$ cat src/design/nfsa_pkg.sv
`timescale 1ns / 1ps
// Shared types and constants for the nearest free site assigner.
// Used by the controller, the datapath and the top level; depends on nothing.
package nfsa_pkg;

   localparam int SITE_SLOTS = 16;
   localparam int IDX_W      = (SITE_SLOTS > 1) ? $clog2(SITE_SLOTS) : 1;

   localparam int SLOT_W = 4;
   localparam int ID_W   = 16;
   localparam int POS_W  = 9;
   localparam int FREE_W = 16;
   localparam int STAT_W = 2;
   localparam int DIST_W = 9;

   // squared distance and square root widths
   localparam int SQ_W   = 2 * POS_W;
   localparam int SUM_W  = SQ_W + 1;
   localparam int RAD_W  = SUM_W + (SUM_W % 2);
   localparam int ROOT_W = RAD_W / 2;

   typedef enum logic [0:0] {
      OP_LOAD  = 1'b0,
      OP_PLACE = 1'b1
   } op_type;

   typedef enum logic [STAT_W-1:0] {
      STATUS_LOADED = 2'd0,
      STATUS_PLACED = 2'd1,
      STATUS_FULL   = 2'd2
   } status_type;

   typedef struct packed {
      op_type              op;
      logic [SLOT_W-1:0]   slot;
      logic [ID_W-1:0]     site_id;
      logic [POS_W-1:0]    pos_x;
      logic [POS_W-1:0]    pos_y;
      logic [FREE_W-1:0]   free_count;
   } req_type;

   typedef struct packed {
      status_type          status;
      logic [ID_W-1:0]     chosen_id;
      logic [SLOT_W-1:0]   chosen_slot;
      logic [DIST_W-1:0]   distance;
   } rsp_type;

   // controller to datapath
   typedef struct packed {
      logic capture;
      logic load;
      logic scan_init;
      logic read;
      logic square;
      logic sum;
      logic root_step;
      logic compare;
      logic advance;
      logic commit;
      logic present;
   } cmd_type;

   // datapath to controller
   typedef struct packed {
      logic op_place;
      logic entry_live;
      logic root_last;
      logic scan_last;
   } stat_type;

endpackage

$ cat src/design/nfsa_datapath.sv
`timescale 1ns / 1ps
// Datapath of the nearest free site assigner: site table, distance unit with a
// bit-serial square root, best-site tracking and result registers. Uses nfsa_pkg.
module nfsa_datapath import nfsa_pkg::*; (
   input  logic     clock,
   input  logic     reset,
   input  cmd_type  cmd,
   input  req_type  req_data,
   output stat_type stat,
   output rsp_type  rsp_data
);

   req_type             req_ff;

   logic [SITE_SLOTS-1:0] valid_ff;
   logic [ID_W-1:0]     mem_id   [SITE_SLOTS];
   logic [POS_W-1:0]    mem_x    [SITE_SLOTS];
   logic [POS_W-1:0]    mem_y    [SITE_SLOTS];
   logic [FREE_W-1:0]   mem_free [SITE_SLOTS];

   logic [IDX_W-1:0]    idx_ff;
   logic                rd_valid_ff;
   logic [ID_W-1:0]     rd_id_ff;
   logic [POS_W-1:0]    rd_x_ff;
   logic [POS_W-1:0]    rd_y_ff;
   logic [FREE_W-1:0]   rd_free_ff;

   logic [SQ_W-1:0]     dx2_ff;
   logic [SQ_W-1:0]     dy2_ff;
   logic [RAD_W-1:0]    rem_ff;
   logic [RAD_W-1:0]    root_ff;
   logic [RAD_W-1:0]    bit_ff;

   logic                found_ff;
   logic [ROOT_W-1:0]   best_dist_ff;
   logic [IDX_W-1:0]    best_idx_ff;
   logic [ID_W-1:0]     best_id_ff;
   logic [FREE_W-1:0]   best_free_ff;

   rsp_type             res_ff;
   rsp_type             rsp_ff;

   logic                load_ok;
   logic [IDX_W-1:0]    load_addr;
   logic [POS_W-1:0]    dx;
   logic [POS_W-1:0]    dy;
   logic [RAD_W-1:0]    trial;
   logic [ROOT_W-1:0]   cur_dist;
   logic [DIST_W-1:0]   dist_sat;

   assign load_ok   = (32'(req_ff.slot) < 32'(SITE_SLOTS));
   assign load_addr = IDX_W'(req_ff.slot);

   assign dx = (rd_x_ff >= req_ff.pos_x) ? rd_x_ff - req_ff.pos_x : req_ff.pos_x - rd_x_ff;
   assign dy = (rd_y_ff >= req_ff.pos_y) ? rd_y_ff - req_ff.pos_y : req_ff.pos_y - rd_y_ff;

   assign trial    = root_ff + bit_ff;
   assign cur_dist = root_ff[ROOT_W-1:0];

   // reported distance saturates; comparison uses the full root
   assign dist_sat = (best_dist_ff > ROOT_W'((1 << DIST_W) - 1)) ? '1
                                                                : DIST_W'(best_dist_ff);

   // request latch
   always_ff @(posedge clock) begin
      if (cmd.capture) begin
         req_ff <= req_data;
      end
   end

   always_ff @(posedge clock) begin
      if (reset) begin
         valid_ff <= '0;
      end else if (cmd.load && load_ok) begin
         valid_ff[load_addr] <= 1'b1;
      end
   end

   // site table: one write port, one registered read port at the scan index
   always_ff @(posedge clock) begin
      if (cmd.load && load_ok) begin
         mem_id[load_addr]   <= req_ff.site_id;
         mem_x[load_addr]    <= req_ff.pos_x;
         mem_y[load_addr]    <= req_ff.pos_y;
         mem_free[load_addr] <= req_ff.free_count;
      end else if (cmd.commit && found_ff) begin
         mem_free[best_idx_ff] <= best_free_ff - FREE_W'(1);
      end
      if (cmd.read) begin
         rd_valid_ff <= valid_ff[idx_ff];
         rd_id_ff    <= mem_id[idx_ff];
         rd_x_ff     <= mem_x[idx_ff];
         rd_y_ff     <= mem_y[idx_ff];
         rd_free_ff  <= mem_free[idx_ff];
      end
   end

   always_ff @(posedge clock) begin
      if (cmd.scan_init) begin
         idx_ff <= '0;
      end else if (cmd.advance) begin
         idx_ff <= idx_ff + IDX_W'(1);
      end
   end

   // squares, sum, then one trial bit of the root per cycle
   always_ff @(posedge clock) begin
      if (cmd.square) begin
         dx2_ff <= SQ_W'(dx) * SQ_W'(dx);
         dy2_ff <= SQ_W'(dy) * SQ_W'(dy);
      end
      if (cmd.sum) begin
         rem_ff  <= RAD_W'(dx2_ff) + RAD_W'(dy2_ff);
         root_ff <= '0;
         bit_ff  <= RAD_W'(1) << (RAD_W - 2);
      end else if (cmd.root_step) begin
         if (rem_ff >= trial) begin
            rem_ff  <= rem_ff - trial;
            root_ff <= (root_ff >> 1) + bit_ff;
         end else begin
            root_ff <= root_ff >> 1;
         end
         bit_ff <= bit_ff >> 2;
      end
   end

   // best site so far; strict less keeps the lowest slot on ties
   always_ff @(posedge clock) begin
      if (reset) begin
         found_ff <= 1'b0;
      end else if (cmd.scan_init) begin
         found_ff <= 1'b0;
      end else if (cmd.compare && (!found_ff || cur_dist < best_dist_ff)) begin
         found_ff <= 1'b1;
      end
      if (cmd.compare && (!found_ff || cur_dist < best_dist_ff)) begin
         best_dist_ff <= cur_dist;
         best_idx_ff  <= idx_ff;
         best_id_ff   <= rd_id_ff;
         best_free_ff <= rd_free_ff;
      end
   end

   // pending result, then output register once the previous beat is gone
   always_ff @(posedge clock) begin
      if (cmd.load) begin
         res_ff <= '{status: STATUS_LOADED, chosen_id: '0, chosen_slot: '0, distance: '0};
      end else if (cmd.commit) begin
         if (found_ff) begin
            res_ff <= '{status: STATUS_PLACED, chosen_id: best_id_ff,
                        chosen_slot: SLOT_W'(best_idx_ff), distance: dist_sat};
         end else begin
            res_ff <= '{status: STATUS_FULL, chosen_id: '0, chosen_slot: '0, distance: '0};
         end
      end
      if (cmd.present) begin
         rsp_ff <= res_ff;
      end
   end

   assign stat.op_place   = (req_ff.op == OP_PLACE);
   assign stat.entry_live = rd_valid_ff && (rd_free_ff != '0);
   assign stat.root_last  = bit_ff[0];
   assign stat.scan_last  = (idx_ff == IDX_W'(SITE_SLOTS - 1));

   assign rsp_data = rsp_ff;

endmodule

$ cat src/design/nfsa_ctrl.sv
`timescale 1ns / 1ps
// Controller of the nearest free site assigner: sequences load, scan, root
// iterations and result hand-off, and owns the response valid. Uses nfsa_pkg.
module nfsa_ctrl import nfsa_pkg::*; (
   input  logic     clock,
   input  logic     reset,
   input  logic     req_valid,
   output logic     req_stall,
   output logic     rsp_valid,
   input  logic     rsp_stall,
   input  stat_type stat,
   output cmd_type  cmd
);

   typedef enum logic [3:0] {
      S_IDLE,
      S_DISPATCH,
      S_READ,
      S_CHECK,
      S_SUM,
      S_ROOT,
      S_CMP,
      S_FINISH,
      S_OUT
   } state_type;

   state_type state_ff, state_in;
   logic      rsp_valid_ff, rsp_valid_in;

   always_comb begin
      cmd      = '0;
      state_in = state_ff;
      case (state_ff)
         S_IDLE: begin
            if (req_valid) begin
               cmd.capture = 1'b1;
               state_in    = S_DISPATCH;
            end
         end
         S_DISPATCH: begin
            if (stat.op_place) begin
               cmd.scan_init = 1'b1;
               state_in      = S_READ;
            end else begin
               cmd.load = 1'b1;
               state_in = S_OUT;
            end
         end
         S_READ: begin
            cmd.read = 1'b1;
            state_in = S_CHECK;
         end
         S_CHECK: begin
            if (stat.entry_live) begin
               cmd.square = 1'b1;
               state_in   = S_SUM;
            end else if (stat.scan_last) begin
               state_in = S_FINISH;
            end else begin
               cmd.advance = 1'b1;
               state_in    = S_READ;
            end
         end
         S_SUM: begin
            cmd.sum  = 1'b1;
            state_in = S_ROOT;
         end
         S_ROOT: begin
            cmd.root_step = 1'b1;
            if (stat.root_last) begin
               state_in = S_CMP;
            end
         end
         S_CMP: begin
            cmd.compare = 1'b1;
            if (stat.scan_last) begin
               state_in = S_FINISH;
            end else begin
               cmd.advance = 1'b1;
               state_in    = S_READ;
            end
         end
         S_FINISH: begin
            cmd.commit = 1'b1;
            state_in   = S_OUT;
         end
         S_OUT: begin
            // hold until the output register is free
            if (!rsp_valid_ff || !rsp_stall) begin
               cmd.present = 1'b1;
               state_in    = S_IDLE;
            end
         end
         default: begin
            state_in = S_IDLE;
         end
      endcase
   end

   assign rsp_valid_in = cmd.present ? 1'b1 : (rsp_valid_ff && rsp_stall);

   always_ff @(posedge clock) begin
      if (reset) begin
         state_ff     <= S_IDLE;
         rsp_valid_ff <= 1'b0;
      end else begin
         state_ff     <= state_in;
         rsp_valid_ff <= rsp_valid_in;
      end
   end

   assign req_stall = (state_ff != S_IDLE);
   assign rsp_valid = rsp_valid_ff;

endmodule

$ cat src/design/nearest_free_site_assigner.sv
`timescale 1ns / 1ps
// A load beat is captured, dispatched and handed off. A request beat scans all
// 16 slots in order: a slot that is empty or has no free capacity is read and
// skipped, a live slot passes through table read, squares, sum, ten steps of the
// bit-serial square root and compare, with the one square root unit shared by all
// slots; capture, dispatch and result hand-off come on top. Hand-off also waits for
// as long as the previous result is stalled. One beat is worked on at a time; a
// finished result waits in the output register while the next beat enters.
// Depends on nfsa_pkg, nfsa_ctrl and nfsa_datapath.
module nearest_free_site_assigner import nfsa_pkg::*; (
   input  logic    clock,
   input  logic    reset,
   input  logic    req_valid,
   output logic    req_stall,
   input  req_type req_data,
   output logic    rsp_valid,
   input  logic    rsp_stall,
   output rsp_type rsp_data
);

   cmd_type  cmd;
   stat_type stat;

   nfsa_ctrl u_ctrl (
      .clock     (clock),
      .reset     (reset),
      .req_valid (req_valid),
      .req_stall (req_stall),
      .rsp_valid (rsp_valid),
      .rsp_stall (rsp_stall),
      .stat      (stat),
      .cmd       (cmd)
   );

   nfsa_datapath u_datapath (
      .clock    (clock),
      .reset    (reset),
      .cmd      (cmd),
      .req_data (req_data),
      .stat     (stat),
      .rsp_data (rsp_data)
   );

   // a beat once taken blocks the input until its work is done
   assert property (@(posedge clock) disable iff (reset)
      (req_valid && !req_stall) |=> req_stall)
      else $error("input accepted while a beat is in work");

   assert property (@(posedge clock) disable iff (reset)
      (rsp_valid && (rsp_data.status == STATUS_LOADED || rsp_data.status == STATUS_FULL))
      |-> (rsp_data.chosen_id == '0 && rsp_data.chosen_slot == '0
           && rsp_data.distance == '0))
      else $error("nonzero fields on a load or full result");

   assert property (@(posedge clock) disable iff (reset)
      rsp_valid |-> (rsp_data.status == STATUS_LOADED || rsp_data.status == STATUS_PLACED
                     || rsp_data.status == STATUS_FULL))
      else $error("bad result status");

endmodule
$ cat config.mk
export PLATFORM = sky130hd
export DESIGN_NAME = nearest_free_site_assigner
export DESIGN_NICKNAME = d
export VERILOG_FILES = /design/src/design/nfsa_pkg.sv /design/src/design/nfsa_datapath.sv /design/src/design/nfsa_ctrl.sv /design/src/design/nearest_free_site_assigner.sv
export SDC_FILE = /design/constraint.sdc
export NUM_CORES = 2
export LEC_CHECK = 0
export BUFFER_PORTS_ARGS = -buffer_cell sky130_fd_sc_hd__buf_4
export CAP_MARGIN = 20
export CORE_UTILIZATION = 59
export CTS_CLUSTER_SIZE = 10
export DETAILED_ROUTE_END_ITERATION = 10
export PLACE_DENSITY_LB_ADDON = 0.08
export SYNTH_ARGS = -nofsm -noshare
export SYNTH_HDL_FRONTEND = slang
export SYNTH_SLANG_ARGS = --single-unit
$ cat constraint.sdc
create_clock -name clock -period 8.5 [get_ports clock]
set_input_delay 1.275 -clock clock [delete_from_list [all_inputs] [get_ports clock]]
set_output_delay 1.275 -clock clock [all_outputs]
set_load 0.05 [all_outputs]
After elaboration in Yosys (flattened, before gate mapping)

Memories as Yosys holds them, arrays and structs flattened. A register that Yosys moved wholly into a read port is not among the register bits.
Index checks and enable logic that the tools add are counted.

Output and inout port bits: 33
Bits in writable memories: 800
Input port bits: 59
Logic and storage cells: 130
Register bits after elaboration: 276
Memories: 4

Bitwise operators: 1
$mul: 2
Muxes and demuxes: 45
Reductions and logical operators: 19
Add/sub/neg operators: 10
Equality and inequality tests: 12
$lt $le $gt $ge: 8

Memories:

| name                | words | bits a word | read ports | clocked after Yosys merged registers in | wr ports | RTL line            | RTL |
|---|---|---|---|---|---|---|---|
| u_datapath.mem_free | 16    | 16          | 1          | 1                                       | 1        | nfsa_datapath.sv:19 | `logic [FREE_W-1:0] mem_free [SITE_SLOTS];` |
| u_datapath.mem_id   | 16    | 16          | 1          | 1                                       | 1        | nfsa_datapath.sv:16 | `logic [ID_W-1:0] mem_id [SITE_SLOTS];` |
| u_datapath.mem_x    | 16    | 9           | 1          | 1                                       | 1        | nfsa_datapath.sv:17 | `logic [POS_W-1:0] mem_x [SITE_SLOTS];` |
| u_datapath.mem_y    | 16    | 9           | 1          | 1                                       | 1        | nfsa_datapath.sv:18 | `logic [POS_W-1:0] mem_y [SITE_SLOTS];` |

Operators by type and width:

| operator                | count |
|---|---|
| $mux W20                | 4 |
| $mul A9 B9 Y18          | 2 |
| $pmux W4 S9             | 1 |
| $sub A9 B9 Y9           | 4 |
| $mux W31                | 1 |
| $mux W9                 | 3 |
| $mux W1                 | 24 |
| $mux W4                 | 6 |
| $add A19 B19 Y20        | 1 |
| $add A20 B19 Y20        | 1 |
| $ge A20 B20 Y1          | 1 |
| $sub A20 B20 Y20        | 1 |
| $add A18 B18 Y19        | 1 |
| $ge A9 B9 Y1            | 2 |
| $eq A4 B3 Y1 const B    | 4 |
| $mux W16                | 1 |
| $or A16 B16 Y16         | 1 |
| $reduce_bool A16 Y1     | 1 |
| $reduce_or A16 Y1       | 1 |
| $sub A16 B1 Y16 const B | 1 |
| $gt A10 B9 Y1 const B   | 1 |
| $lt A10 B10 Y1          | 1 |
| $lt A4 B5 Y1 const B    | 2 |
| $eq A4 B2 Y1 const B    | 2 |
| other kinds (20)        | 30 |

Depth between registers and ports, before layout

Depth after elaboration: 8
Depth in mapped cells: 29
Mapped depth without buffers: 28

Modules after synthesis

A second synthesis with hierarchy kept.

Cells, all modules: 2953
Area total of the unflattened synthesis: 49562.5 µm²

By module, submodules not included:

| module        | sequential area each (µm²) | instances | cells an instance | area an instance (µm²) |
|---|---|---|---|---|
| nfsa_datapath | 32781.4                    | 1         | 2897              | 49172.2 |
| nfsa_ctrl     | 100.1                      | 1         | 56                | 390.4 |

Worst setup path after synthesis

OpenSTA, ideal clock, no wires.

Path type: reg-to-reg
Start: reg u_datapath.req_ff[28] in the netlist's numbering
End: reg u_datapath.dx2_ff[17], data pin
Stages on the path, launching flop included: 24
Data arrival time: 6.381 ns
Path buffers: 1
Slack: 1.852 ns
Period minus slack after synthesis: 6.648 ns
Library setup time: 0.268 ns
Data required time: 8.232 ns
Cells stage by stage: edfxtp_1 ha_1 clkbuf_1 a21boi_0 o21ai_0 a21oi_1 mux2i_1 xnor2_2 or3_1 fa_1 inv_1 fa_1 inv_1 fa_1 fa_1 inv_1 ha_1 nor3_1 nor2_1 a31oi_1 o21bai_1 a2111oi_0 o41ai_1 xnor2_1

Longest elaborated chain between the ends: 3
Elaborated cells on any way between the ends: 5
Those cells by class: add/sub: 2; mul: 1; order compare: 1; mux: 1

RTL lines:

| what                                          | RTL line             | RTL |
|---|---|---|
| start, declared                               | nfsa_datapath.sv:13  | `req_type req_ff;` |
| start signal, assigned                        | nfsa_datapath.sv:67  | `req_ff <= req_data;` |
| $sub A9 B9 Y9 or $ge A9 B9 Y1 (tied branches) | nfsa_datapath.sv:54  | `assign dx = (rd_x_ff >= req_ff.pos_x) ? rd_x_ff - req_ff.pos_x : req_ff.pos_x - rd_x_ff;` |
| $mux W9 (*)                                   | nfsa_datapath.sv:54  |  |
| $mul A9 B9 Y18 (*)                            | nfsa_datapath.sv:109 | `dx2_ff <= SQ_W'(dx) * SQ_W'(dx);` |
| end signal, assigned                          | nfsa_datapath.sv:109 |  |
| end, declared                                 | nfsa_datapath.sv:28  | `logic [SQ_W-1:0] dx2_ff;` |

Every way passes the cells marked *; elsewhere a longest branch is shown, timed or not.
A chain may end at the register's enable or synchronous reset.

Worst setup path after layout

Start: reg u_datapath.req_ff[26] in the netlist's numbering
End: reg u_datapath.dx2_ff[17], data pin

The elaborated chain is that of the path after synthesis.

==> summary.txt <==
Die
  – Die H: 292 microns
  – Die area: between 80,000 and 90,000 sq um
  – Initial Utilization: 59.9%
  – Total core area: 82,500 sq um
  – # rows: roughly 110
  – # IOs: 92
  – Die W: 292 microns

Power
  – Switch share: roughly a third
  – PwrDens: about 320 nW/um^2
  – LEAKAGE: between 15 and 20 nW
  – Sequential power share: a little under two fifths
  – Power, Total: 17.6 mW
  – Clock share of power: between 20 and 30%
  – Sw Pwr: approximately 5.6 mW
  – Combinational fraction of design power: between 30% and 40%
  – Total internal power: between 10 and 15 mW
  – Max VDD drop: between 400 and 500 uV

Clock tree
  – Post-cts repair resize count: 0
  – CTS tree: done
  – CTS Buf Count: about 130
  – Clock Pin Slew Worst Setup and Hold Paths: roughly 0.050 ns
  – Sink Count: 1,124
  – Postcts setup bufs: 0
  – Later-pin clock latency in the skew report: a little over 0.7 ns
  – Root Buffer: clkbuf_16
  – H-tree Lvls: 4
  – Hold Buf Count CTS: 0
  – Clock Tree Buf Depth: 3

Critical path
  – Setup crit start kind: flip-flop
  – WS Path Type: reg2reg
  – Kind of end point of the critical path: flip-flop
  – Data arrival, critical path: around 8.0 ns
  – Max incr delay on CP: slightly above 0.7 ns
  – CP top delay family: compound AO/OA/AOI/OAI gates
  – Crit-path max FO: 19
  – Critical-path top delay cell: edfxtp_1
  – CP cell instances: inv_1 -> ha_1 -> a21oi_1 -> a21boi_0 -> o21ai_0 -> a21o_1 -> mux2i_1 -> xor2_1 -> nor2_1 -> fa_1 -> fa_1 -> ha_1 -> inv_1 -> fa_1 -> inv_1 -> ha_1 -> a21o_1 -> a21oi_1 -> o21ai_0 -> a31oi_1 -> o21bai_1 -> a2111oi_0 -> o41ai_1 -> xnor2_1
  – Data required, critical path: between 8 and 9 ns
  – Crit path buf inv count: 3

Layout
  – Fill cell count: roughly 5,500
  – P&R area growth vs syn: 12.8%
  – Finished Cell Area: ~56,000 sq um
  – Fin util: about two thirds
  – Layout cells sized above 1: between 10% and 20%
  – N_diodes: 0
  – Post-layout nets: 3,440
  – Non-Filler Instances: about 4,300

Routing
  – DR pass1 iterations: 5
  – Wire length per cell: 25.8 microns
  – DRC viols: 0
  – Routed WL: 110,000 microns
  – DR vias: about 27,000
  – DRT iter0 DRCs: 2,514
  – Vias/cell: roughly 6.3
  – Antenna Nets Post-Route: 0

Yosys
  – Synth Net Count: around 3,300
  – Synth top area share: around 63%
  – Yosys top cell by area: edfxtp_1
  – Count leader, synth: edfxtp_1
  – Seq/Total Area, Yosys: roughly two thirds
  – EDFF count, synth: approximately 1,000
  – Cell variety after synth: between 70 and 80
  – Post-Synthesis Cells: ~3,000
  – Synth Flop Type: edfxtp_1
  – Ys Warns: 0
  – Avg Cell Area, Syn: approximately 17 sq um
  – Commonest cells in the netlist: edfxtp_1, mux4_2, inv_1
  – Largest cells by area after synthesis: edfxtp_1, mux4_2, ha_1
  – Synthesized area: ~49,000 sq um
  – Yosys reg bits: between 1,000 and 1,500
  – Asr flop ratio synth: 0%

Placement
  – Port Buffer Count: 91
  – GP Congestion: just under 0.9
  – DP HPWL: 64,700 microns
  – DP Area: around 52,000 sq um
  – Setup WS pre-CTS: 0.888 ns
  – Cell Count Post-Placement: slightly above 4,000

GRT
  – Global-route wire length before repair: between 150,000 and 200,000 microns
  – Largest net degree at the start of global routing: approximately 170
  – GRT Total Usage: between 20% and 30%
  – GRT overflow: 0
  – Vias in the first global route: 27,600
  – Initial antenna violation count: 0

STA
  – Fin Hold WS: around 0.43 ns
  – Sum Neg Setup Slack: 0 ns
  – Worst rel slew slack: about a quarter
  – Final Hold Viols: 0
  – Slew Limit Fails: 0
  – Fmax: 131 MHz
  – Clock Skew: 0.0472 ns
  – Final setup fails: 0
  – RSZ-0062 raised after global routing: false
  – Period Utilization, post-route: 89.7%
  – Actual slew at the worst max-slew pin: between 1 and 1.5 ns
  – Final worst slack: 0.874 ns
  – Final min period: 7.63 ns

Run status
  – Status: finished, final reports clean

Run
  – Max-cap violations: 0

Worst hold path
  – Hold crit path type: reg2reg
[cell families (layout without fill, tap and decap cells)]
group                    count (synthesis)  after routing  synth area share (%)
flip-flops                            1124           1124                  66.5
AND/OR/NAND/NOR                        508            508                  4.79
AO/OA/AOI/OAI                          379            379                  5.06
buffers and inverters                  309            574                  2.39
multiplexers                           277            277                  12.1
adder cells (fa/ha/maj)                244            244                  7.28
XOR/XNOR                               107            107                  1.94
[worst register-to-register path: cells and delay by family (launching register included)]
family / cells / cell delay, ns
adder cells (fa/ha/maj): 6 / 2.31
multiplexers: 1 / 0.28
XOR/XNOR: 2 / 0.82
AO/OA/AOI/OAI: 11 / 2.75
AND/OR/NAND/NOR: 1 / 0.16
buffers and inverters: 3 / 0.30
flip-flops: 1 / 0.72
[metal layers]
metal	track usage (%)	vias up	part of all wire [%]
met2	42.4	997	49
met5	0	-	0
li1	-	11800	-
met4	7.02	0	2.0
met1	38.4	13900	43
met3	4.61	155	6.6
[cells in the final DEF (no fill, tap or decap), types with 10 or more instances in the layout]
master,Yosys,final
nand3_1,21,21
clkbuf_1,81,56
nor2_4,0,12
a31oi_1,32,31
and3_1,14,13
xor2_1,47,47
o31ai_1,11,11
nor2_1,178,166
a22o_1,25,25
buf_4,0,156
mux2i_1,21,21
clkinv_16,0,10
edfxtp_1,1037,1037
o21bai_1,14,14
nor3_1,36,30
a21oi_1,71,69
xnor2_1,58,58
fa_1,73,73
a21o_1,32,32
ha_1,171,171
inv_1,201,201
clkbuf_16,0,133
and2_1,15,15
nand2_1,136,136
mux4_2,255,255
nand2b_1,18,18
dfxtp_1,87,83
o21ai_0,99,98
or3_1,22,22
a211oi_1,12,12
nor2b_1,14,14
[worst paths after layout]
check,startpoint,to,slack [ns],cells past startpoint
min,u_datapath.res_ff[18],u_datapath.rsp_data[18],0.43,0
max reg2reg,u_datapath.req_ff[26],u_datapath.dx2_ff[17],0.87,24
min reg2reg,u_datapath.res_ff[18],u_datapath.rsp_data[18],0.43,0
max,u_datapath.req_ff[26],u_datapath.dx2_ff[17],0.87,24
[power by group through the flow]
stage          registers (mW)  logic, mW  clock network (mW)
6_report                 6.66       5.76                5.17
5_1_grt                  6.67       6.51                5.49
4_1_cts                  6.66       5.83                5.27
3_5_place_dp             6.77       5.77                   0
3_3_place_gp             6.75       5.71                   0
2_1_floorplan            6.72       4.42                   0
[state kept, by name (all words and copies together) (netlist names), 10 cells and up]
register / count
u_datapath.rd_free_ff: 16
u_datapath.rd_id_ff: 16
u_datapath.mem_id: 256
u_datapath.mem_x: 144
u_datapath.rem_ff: 20
u_datapath.valid_ff: 16
u_datapath.root_ff: 20
u_datapath.res_ff: 31
u_datapath.best_free_ff: 16
u_datapath.req_ff: 50
u_datapath.bit_ff: 10
u_datapath.best_dist_ff: 10
u_datapath.rsp_data: 31
u_datapath.mem_free: 256
u_datapath.dy2_ff: 17
u_datapath.best_id_ff: 16
u_datapath.mem_y: 144
u_datapath.dx2_ff: 17
[area by class of cell]
type	instances	area [sq um]	area share, %
inverters	203	762	1.37
clock inverters	21	458	0.821
repair buffers	161	1240	2.22
well taps	1070	1340	2.40
clock buffers	189	3540	6.34
multi-input cells	1515	15600	27.9
flip-flops and latches	1124	32900	59.0
Note: power is estimated with default switching activity, not from simulation.
